File: config.mk
export PLATFORM = sky130hd
export DESIGN_NAME = kvt_ram
export DESIGN_NICKNAME = d
export VERILOG_FILES = /design/src/rtl/core/kvt_ram.sv
export SDC_FILE = /design/constraint.sdc
export NUM_CORES = 1
export LEC_CHECK = 0
export ABC_AREA = 1
export BUFFER_PORTS_ARGS = -buffer_cell sky130_fd_sc_hd__buf_2
export CAP_MARGIN = 20
export CORE_MARGIN = 3
export CORE_UTILIZATION = 40
export CTS_CLUSTER_SIZE = 25
export DETAILED_ROUTE_END_ITERATION = 12
export GPL_TIMING_DRIVEN = 1
export HOLD_SLACK_MARGIN = 0.1
export PLACE_DENSITY = 0.67
export REMOVE_ABC_BUFFERS = 1
export SLEW_MARGIN = 20
export SYNTH_ARGS = -nofsm -noshare
export SYNTH_HDL_FRONTEND = slang
export SYNTH_SLANG_ARGS = --single-unit
File: constraint.sdc
create_clock -name clk -period 1.4 [get_ports clk]
set_input_delay 0.28 -clock clk [delete_from_list [all_inputs] [get_ports clk]]
set_output_delay 0.28 -clock clk [all_outputs]
set_load 0.05 [all_outputs]
File: src/rtl/core/kvt_ram.sv
// ----------------------------------------------------------------------------
// kvt_ram
// Generic single-clock RAM, one write port and one read port, with the read
// data registered.
// ----------------------------------------------------------------------------
module kvt_ram #(
  parameter int WIDTH = 8,
  parameter int DEPTH = 2
) (
  input  logic                     clk,
  input  logic                     we,
  input  logic [$clog2(DEPTH)-1:0] waddr,
  input  logic [WIDTH-1:0]         wdata,
  input  logic [$clog2(DEPTH)-1:0] raddr,
  output logic [WIDTH-1:0]         rdata
);

  logic [WIDTH-1:0] mem [DEPTH];

  // write port
  always_ff @(posedge clk) begin
    if (we) begin
      mem[waddr] <= wdata;
    end
  end

  // registered read port
  always_ff @(posedge clk) begin
    rdata <= mem[raddr];
  end

endmodule

==> out/metrics.cfg, run 1 <==
[clocking]
clock_latency_ps = 310
clkTransAtPathRegs_ps = 120
cts_buffers = 3
hold_buffers = 0
clock-sinks = 24
clock_path_buffers = 2
cts_tree = built
cts-root-buf = clkbuf_4
h-tree-depth = 1
cts_resized = 0
post_cts_buffers = 0

[detailed_routing]
drtIter0Drc = 8
wl_per_cell_um = 10.5
met3WireLength_um = 81
wl_met2_um = 579
totalWireLength_um = 1070
maxUsedRoutingLayer = met4
viasPerCell = 4.24
drc = 0
via_count = 432
drt-met1-wl_um = 399
firstDrtPassIters = 4
postRouteAntennaNets = 0

[hold_path]
worstHoldStart = wdata[5]
worstHoldEndpoint = mem[0][5]
holdPathStages = 1
hold_path.class = input pin to flop

[yosys]
avgSynthCellArea_um2 = 14.1
synthCells = 54
synth_top_family_by_area = simple AND/OR/NAND/NOR gates
synth-main-ff-cell = edfxtp_1
yosys-top-cells-area = edfxtp_1 (63%), dfxtp_1 (21%), nand2_1 (12%), buf_6 (1.5%), inv_1 (0.99%)
synth_compound_area_share_pct = 0
yosys_warnings = 0
synth-simple-area-share_pct = 12.8
yosysMostFrequentCell = nand2_1
yosysSeqAreaShare_pct = 84.2
ys_top_cells_by_count = nand2_1 (25), edfxtp_1 (16), dfxtp_1 (8)
synth-seq-cells = 24
synth_area_leader_cell = edfxtp_1
yosys.area.top_type_share_pct = 63.2
ys_async_sr_fraction_pct = 0
syn_area_um2 = 761
synthMuxAreaShare_pct = 0
synth_edf_count = 16
ys_types = 7
synthXorXnorAreaFrac_pct = 0
synthAdderAreaFrac_pct = 0

[grt]
grt_overflow_total = 0
antenna_found_initial = 0
grt_pass1_wl_um = 1630
grt_pass1_vias = 393
track_usage_pct = 9.62
grt_max_degree = 15

[timing]
layout_min_cycle_time_ps = 1170
hold_ws_ps = 151
slew_violations = 0
finClkSkew_ps = 2.32
finalCritPeriodShare_pct = 83.8
tightest_slew_ps = 290
tns_ps = 0
final-hold-violation-count = 0
fmax_ghz = 0.852
finalSetupViolCount = 0
rsz0062_at_grt = no
max_slew_margin_pct = 80.6

[finish]
syn_to_final_growth_pct = 23.0
fill_cells = 169
final_util_pct = 53.0
drive_above_1_share_pct = 32.5
diodes = 0
final-seq-area_um2 = 641
nNetsFinal = 90
multi_input_area_um2 = 97.6

[placed_design]
gp_congestion = 0.663
dpl.hpwl_um = 757
io_buffers = 19

[run_status]
outcome = complete, no violations

[critical_path]
crit_family = flip-flops
cp_cell_sequence = buf_2
crit_path_start_kind = flop
path_buf_inv = 1
worst-setup-path-type = flop to output port
reg2reg_depth = 2
cp-end-kind = output port
cp_max_fo = 1
r2r-start = mem[0][5]
crit_arrival_ps = 890
critPathMaxStageDelay_ps = 330
critPathSlowestCell = dfxtp_1
reg2reg_to = rdata[5]
required_ps = 1120
ff2ff_setup_slack_ps = 790

[die]
coreArea_um2 = 1760
ios = 20
die_y_um = 49.6
die-area_um2 = 2460
initial_core_util_pct = 43.1
die-width_um = 49.6
core.rowCount = 15

[power]
cellPowerDensity_nw_per_um2 = 1560
ir_drop_uv = 702
p_leak_nw = 0.419

[flow_run]
cap_violations = 0

[metal layers]
metal / track usage, % / up-vias
met1: 8.12 / 194
met2: 17.0 / 16
met5: 0 / -
met3: 6.65 / 2
li1: - / 220
met4: 4.15 / 0
[stage by stage]
stage,total power [mW],cells,cell area [µm²],setup WS (ps)
finish,1.46,102,936,227
global route,1.51,102,936,168
CTS,1.48,102,936,204
detailed placement,0.991,98,883,413
global placement,0.987,98,883,432
floorplan,0.939,53,749,360
[registers in the layout (all words and copies together), names as in the netlist]
register,cells
rdata,8
mem,16
[kinds of logic after synthesis]
| logic type | Yosys count |
|---|---|
| buf+inv | 4 |
| flops | 24 |
| simple gates | 26 |
[where the power goes]
part           leakage (nW)  switching [mW]  internal [mW]  total (mW)
sequential            0.218          0.0110          0.810       0.821
clock                0.0279           0.195          0.289       0.485
combinational         0.173           0.114         0.0367       0.151
[placed cells by master (no fill, tap or decap), drive strengths merged]
cell     n
dfxtp    8
nor2     1
clkbuf   3
buf     20
nand2   25
inv      3
bufinv   1
edfxtp  16
[worst max path at each step]
stage	startpoint	endpoint	slack [ps]	cells past startpoint
floorplan	we	mem[0][0]	360	2
global placement	waddr	mem[1][2]	430	3
detailed placement	waddr	mem[1][4]	410	3
CTS	rdata[1]	rdata[1]	200	1
global route	rdata[5]	rdata[5]	170	1
finish	rdata[1]	rdata[1]	230	1
[layout make-up]
| class | count | area share, % |
|---|---|---|
| clock inverter | 1 | 3.21 |
| sequential | 24 | 68.4 |
| inverter | 3 | 1.20 |
| multi-input combinational | 26 | 10.4 |
| clock buffer | 3 | 2.41 |
| timing repair buffer | 20 | 11.0 |
| tap | 25 | 3.34 |
(Power assumes the default switching activity.)
==> run 2: changes to the inputs <==
Clock period 1.4 ns to 1.1 ns, I/O delays scaled along.
==> out/metrics.cfg, run 2 (synthesis gave the netlist of run 1 again) <==
[run_status]
outcome = complete, no violations

[power]
cellPowerDensity_nw_per_um2 = 1820  ; +17%
ir_drop_uv = 893  ; +27%
p_leak_nw = 0.461  ; +10%

[grt]
grt_pass1_wl_um = 1780  ; +9.3%
grt_pass1_vias = 437  ; +11%
antenna_found_initial = 0  ; unchanged
grt_overflow_total = 0  ; unchanged
track_usage_pct = 10.3  ; +0.71 points
grt_max_degree = 15  ; unchanged

[die]
die_y_um = 49.6  ; unchanged
die-width_um = 49.6  ; unchanged
ios = 20  ; unchanged
coreArea_um2 = 1760  ; unchanged
initial_core_util_pct = 43.1  ; unchanged
core.rowCount = 15  ; unchanged
die-area_um2 = 2460  ; unchanged

[timing]
finalSetupViolCount = 0  ; unchanged
hold_ws_ps = 210  ; +58.7 ps
layout_setup_ws_ps = 42.5  ; -184 ps
final-hold-violation-count = 0  ; unchanged
tightest_slew_ps = 288  ; -2.45 ps
fmax_ghz = 0.946
rsz0062_at_grt = no
max_slew_margin_pct = 80.8  ; +0.16 points
layout_min_cycle_time_ps = 1060
slew_violations = 0  ; unchanged
finalCritPeriodShare_pct = 96.1
tns_ps = 0  ; unchanged
finClkSkew_ps = 2.49  ; +0.169 ps

[clocking]
post_cts_buffers = 0  ; unchanged
clock_latency_ps = 310  ; about the same
clock-sinks = 24  ; unchanged
cts-root-buf = clkbuf_4
h-tree-depth = 1  ; unchanged
clkTransAtPathRegs_ps = 120  ; about the same
cts_tree = built
cts_buffers = 3  ; unchanged
clock_path_buffers = 2  ; unchanged

[placed_design]
gp_congestion = 0.663  ; unchanged
placed_cells = 98  ; unchanged
io_buffers = 19  ; unchanged
dpl.hpwl_um = 757  ; unchanged
place_worst_setup_slack_ps = 173  ; -240 ps

[critical_path]
critPathSlowestCell = dfxtp_1
critPathMaxStageDelay_ps = 340  ; about the same
crit_arrival_ps = 840  ; -50 ps
worst-setup-path-type = flop to output port
cp-end-kind = output port
crit_path_start_kind = flop
cp_cell_sequence = buf_4
path_buf_inv = 1  ; unchanged
required_ps = 880  ; -240 ps
cp_max_fo = 1  ; unchanged
crit_family = flip-flops

[flow_run]
cap_violations = 0  ; unchanged

[detailed_routing]
drc = 0  ; unchanged
wl_per_cell_um = 10.3  ; -1.5%
postRouteAntennaNets = 0  ; unchanged
firstDrtPassIters = 2  ; -2
totalWireLength_um = 1130  ; +6.2%
via_count = 456  ; +5.6%
viasPerCell = 4.15  ; -2.1%
drtIter0Drc = 13  ; +5

[finish]
final_common_cell = nand2_1
finalNonFillerCells = 110  ; +7.8%
nNetsFinal = 98  ; +8.9%
diodes = 0  ; unchanged
syn_to_final_growth_pct = 37.2
top_register = mem
reg_top3 = mem: 16 flops, rdata: 8 flops
drive_above_1_share_pct = 29.4  ; -3.1 points
largest_reg_flops = 16  ; unchanged
final_cell_mix = nand2_1 (25), edfxtp_1 (16), buf_2 (11)

[hold_path]
hold_path.class = input pin to flop

==> run 2: repair_timing <==
item | in CTS | in global routing
hold buffers | 8 | 0
setup endpoints to repair | 8 | 2
hold endpoints to repair | 16 | 0
cloned | 0 | 0
gates resized for setup | 8 | 2
==> run 2: per-stage QoR <==
| step | power [mW] | area (µm²) | util [%] |
|---|---|---|---|
| detailed placement | 1.26 | 883 | 50.1 |
| global placement | 1.26 | 883 | 50.1 |
| CTS | 1.92 | 1040 | 58.7 |
| floorplan | 1.19 | 749 | - |
| finish | 1.90 | 1040 | 59.1 |
| global route | 1.97 | 1040 | 59.1 |
==> run 2: area by class of cell <==
| type | instances | area [µm²] |
|---|---|---|
| Clock buffer | 3 | 22.5 |
| Clock inverter | 1 | 30.0 |
| Fill cell | 158 | 721 |
| Inverter | 3 | 11.3 |
| Multi-Input combinational cell | 26 | 97.6 |
| Sequential cell | 24 | 641 |
| Tap cell | 25 | 31.3 |
| Timing Repair Buffer | 28 | 210 |
==> run 2: worst paths after layout <==
check,from,to,slack (ps),cells past startpoint
hold / removal,raddr,rdata[0],210,3
hold reg to reg,mem[0][3],rdata[3],450,2
setup / recovery,rdata[1],rdata[1],40,1
setup reg to reg,mem[0][5],rdata[5],490,2
==> run 2: power by group <==
part / total [mW] / internal [mW] / switching, mW
Combinational: 0.232 / 0.0842 / 0.148
Clock: 0.615 / 0.368 / 0.247
Sequential: 1.05 / 1.03 / 0.0167
==> run 2: per-layer routing <==
layer  vias to the layer above  global-route usage (%)  wire [µm]
met5                         -                       0          0
met4                         0                    4.15          0
met3                         0                    6.65         84
met2                        16                    18.1        621
met1                       205                    9.31        427
li1                        235                       -          -
==> run 3: changes to the inputs <==
Settings changed: RECOVER_POWER set to 50.
==> out/metrics.cfg, run 3 (synthesis gave the netlist of run 1 again) <==
[timing]
rsz0062_at_grt = no
finalSetupViolCount = 0  ; unchanged
layout_min_cycle_time_ps = 1060  ; unchanged
slew_violations = 0  ; unchanged
max_slew_margin_pct = 67.9  ; -13 points
finClkSkew_ps = 2.51  ; +0.0213 ps
final-hold-violation-count = 0  ; unchanged
tns_ps = 0  ; unchanged
tightest_slew_ps = 481  ; +193 ps
fmax_ghz = 0.946  ; unchanged
finalCritPeriodShare_pct = 96.1  ; unchanged

[die]
die_y_um = 49.6  ; unchanged
coreArea_um2 = 1760  ; unchanged
die-area_um2 = 2460  ; unchanged
ios = 20  ; unchanged
core.rowCount = 15  ; unchanged
die-width_um = 49.6  ; unchanged
initial_core_util_pct = 43.1  ; unchanged

[critical_path]
critPathMaxStageDelay_ps = 340  ; about the same
required_ps = 880  ; about the same
cp_max_fo = 1  ; unchanged
crit_family = flip-flops
critPathSlowestCell = dfxtp_1
crit_arrival_ps = 840  ; about the same
crit_path_start_kind = flop
cp-end-kind = output port
cp_cell_sequence = buf_4
path_buf_inv = 1  ; unchanged
worst-setup-path-type = flop to output port

[grt]
antenna_found_initial = 0  ; unchanged
grt_pass1_vias = 437  ; unchanged
grt_pass1_wl_um = 1780  ; unchanged
grt_max_degree = 15  ; unchanged
track_usage_pct = 10.3  ; unchanged
grt_overflow_total = 0  ; unchanged

[clocking]
h-tree-depth = 1  ; unchanged
cts_tree = built
cts-root-buf = clkbuf_4
clock_path_buffers = 2  ; unchanged
clkTransAtPathRegs_ps = 120  ; about the same
clock_latency_ps = 310  ; about the same
cts_buffers = 3  ; unchanged
clock-sinks = 24  ; unchanged
post_cts_buffers = 0  ; unchanged

[flow_run]
cap_violations = 0  ; unchanged

[finish]
final_util_pct = 58.9  ; -0.21 points
final_common_cell = nand2_1
nNetsFinal = 98  ; unchanged
drive_above_1_share_pct = 28.2  ; -1.2 points
largest_reg_flops = 16  ; unchanged
multi_input_area_um2 = 97.6  ; unchanged
finalNonFillerCells = 110  ; unchanged
diodes = 0  ; unchanged
syn_to_final_growth_pct = 36.7
fill_cells = 159  ; +0.63%
final-seq-area_um2 = 641  ; unchanged
top_register = mem
reg_top3 = mem: 16 flops, rdata: 8 flops
final_cell_mix = nand2_1 (25), edfxtp_1 (16), buf_2 (11)

[detailed_routing]
drc = 0  ; unchanged
via_count = 456  ; unchanged
drtIter0Drc = 13  ; unchanged
firstDrtPassIters = 2  ; unchanged
postRouteAntennaNets = 0  ; unchanged
totalWireLength_um = 1140  ; +0.18%
viasPerCell = 4.15  ; unchanged
wl_per_cell_um = 10.3  ; +0.18%

[placed_design]
placed_cells = 98  ; unchanged
gp_congestion = 0.663  ; unchanged
io_buffers = 19  ; unchanged
dpl.hpwl_um = 757  ; unchanged

[power]
ir_drop_uv = 893  ; about the same
p_leak_nw = 0.457  ; -0.86%
cellPowerDensity_nw_per_um2 = 1820  ; +0.28%

[run_status]
outcome = complete, no violations

[hold_path]
hold_path.class = input pin to flop

## run 3: timing repair
action / CTS / global route
hold endpoints to repair: 16 / 0
endpoints found under the setup margin: 8 / 2
resized for setup: 8 / 2
hold buffers: 8 / 0
## run 3: final cells by class
type                       instances  area share, %
tap                               25           3.01
multi-input combinational         26           9.39
timing repair buffer              28           19.9
clock inverter                     1           2.89
sequential                        24           61.6
inverter                           3           1.08
clock buffer                       3           2.17
## run 3: routing by layer
layer / up-vias / track usage, % / share of wire [%]
met5: - / 0 / 0
li1: 235 / - / -
met4: 0 / 4.15 / 0
met1: 205 / 9.31 / 38
met3: 0 / 6.65 / 7.4
met2: 16 / 18.1 / 55
## run 3: where the power goes
| group | leakage [nW] | internal, mW | switching (mW) |
|---|---|---|---|
| combinational | 0.211 | 0.0826 | 0.148 |
| clock | 0.0279 | 0.368 | 0.247 |
| sequential | 0.218 | 1.03 | 0.0167 |
## run 3: worst paths after layout
check | start | to | slack [ps] | depth (start not counted)
setup / recovery | rdata[1] | rdata[1] | 40 | 1
hold reg to reg | mem[0][3] | rdata[3] | 450 | 2
setup reg to reg | mem[0][5] | rdata[5] | 490 | 2
hold / removal | raddr | rdata[0] | 210 | 3
## run 3: through the flow
| stage | power (mW) | setup WS (ps) | hold WS (ps) | area [µm²] |
|---|---|---|---|---|
| 2_1_floorplan | 1.19 | 120 | 319 | 749 |
| 3_3_place_gp | 1.26 | 192 | 409 | 883 |
| 3_5_place_dp | 1.26 | 173 | 412 | 883 |
| 4_1_cts | 1.92 | 21.6 | 201 | 1040 |
| 5_1_grt | 1.97 | 5.46 | 194 | 1040 |
| 6_report | 1.89 | 42.5 | 210 | 1040 |
## run 3: worst register-to-register path, cell delays in order (launching register included)
cell	delay, ps
edfxtp_1	390
nand2_1	80
nand2_1	50
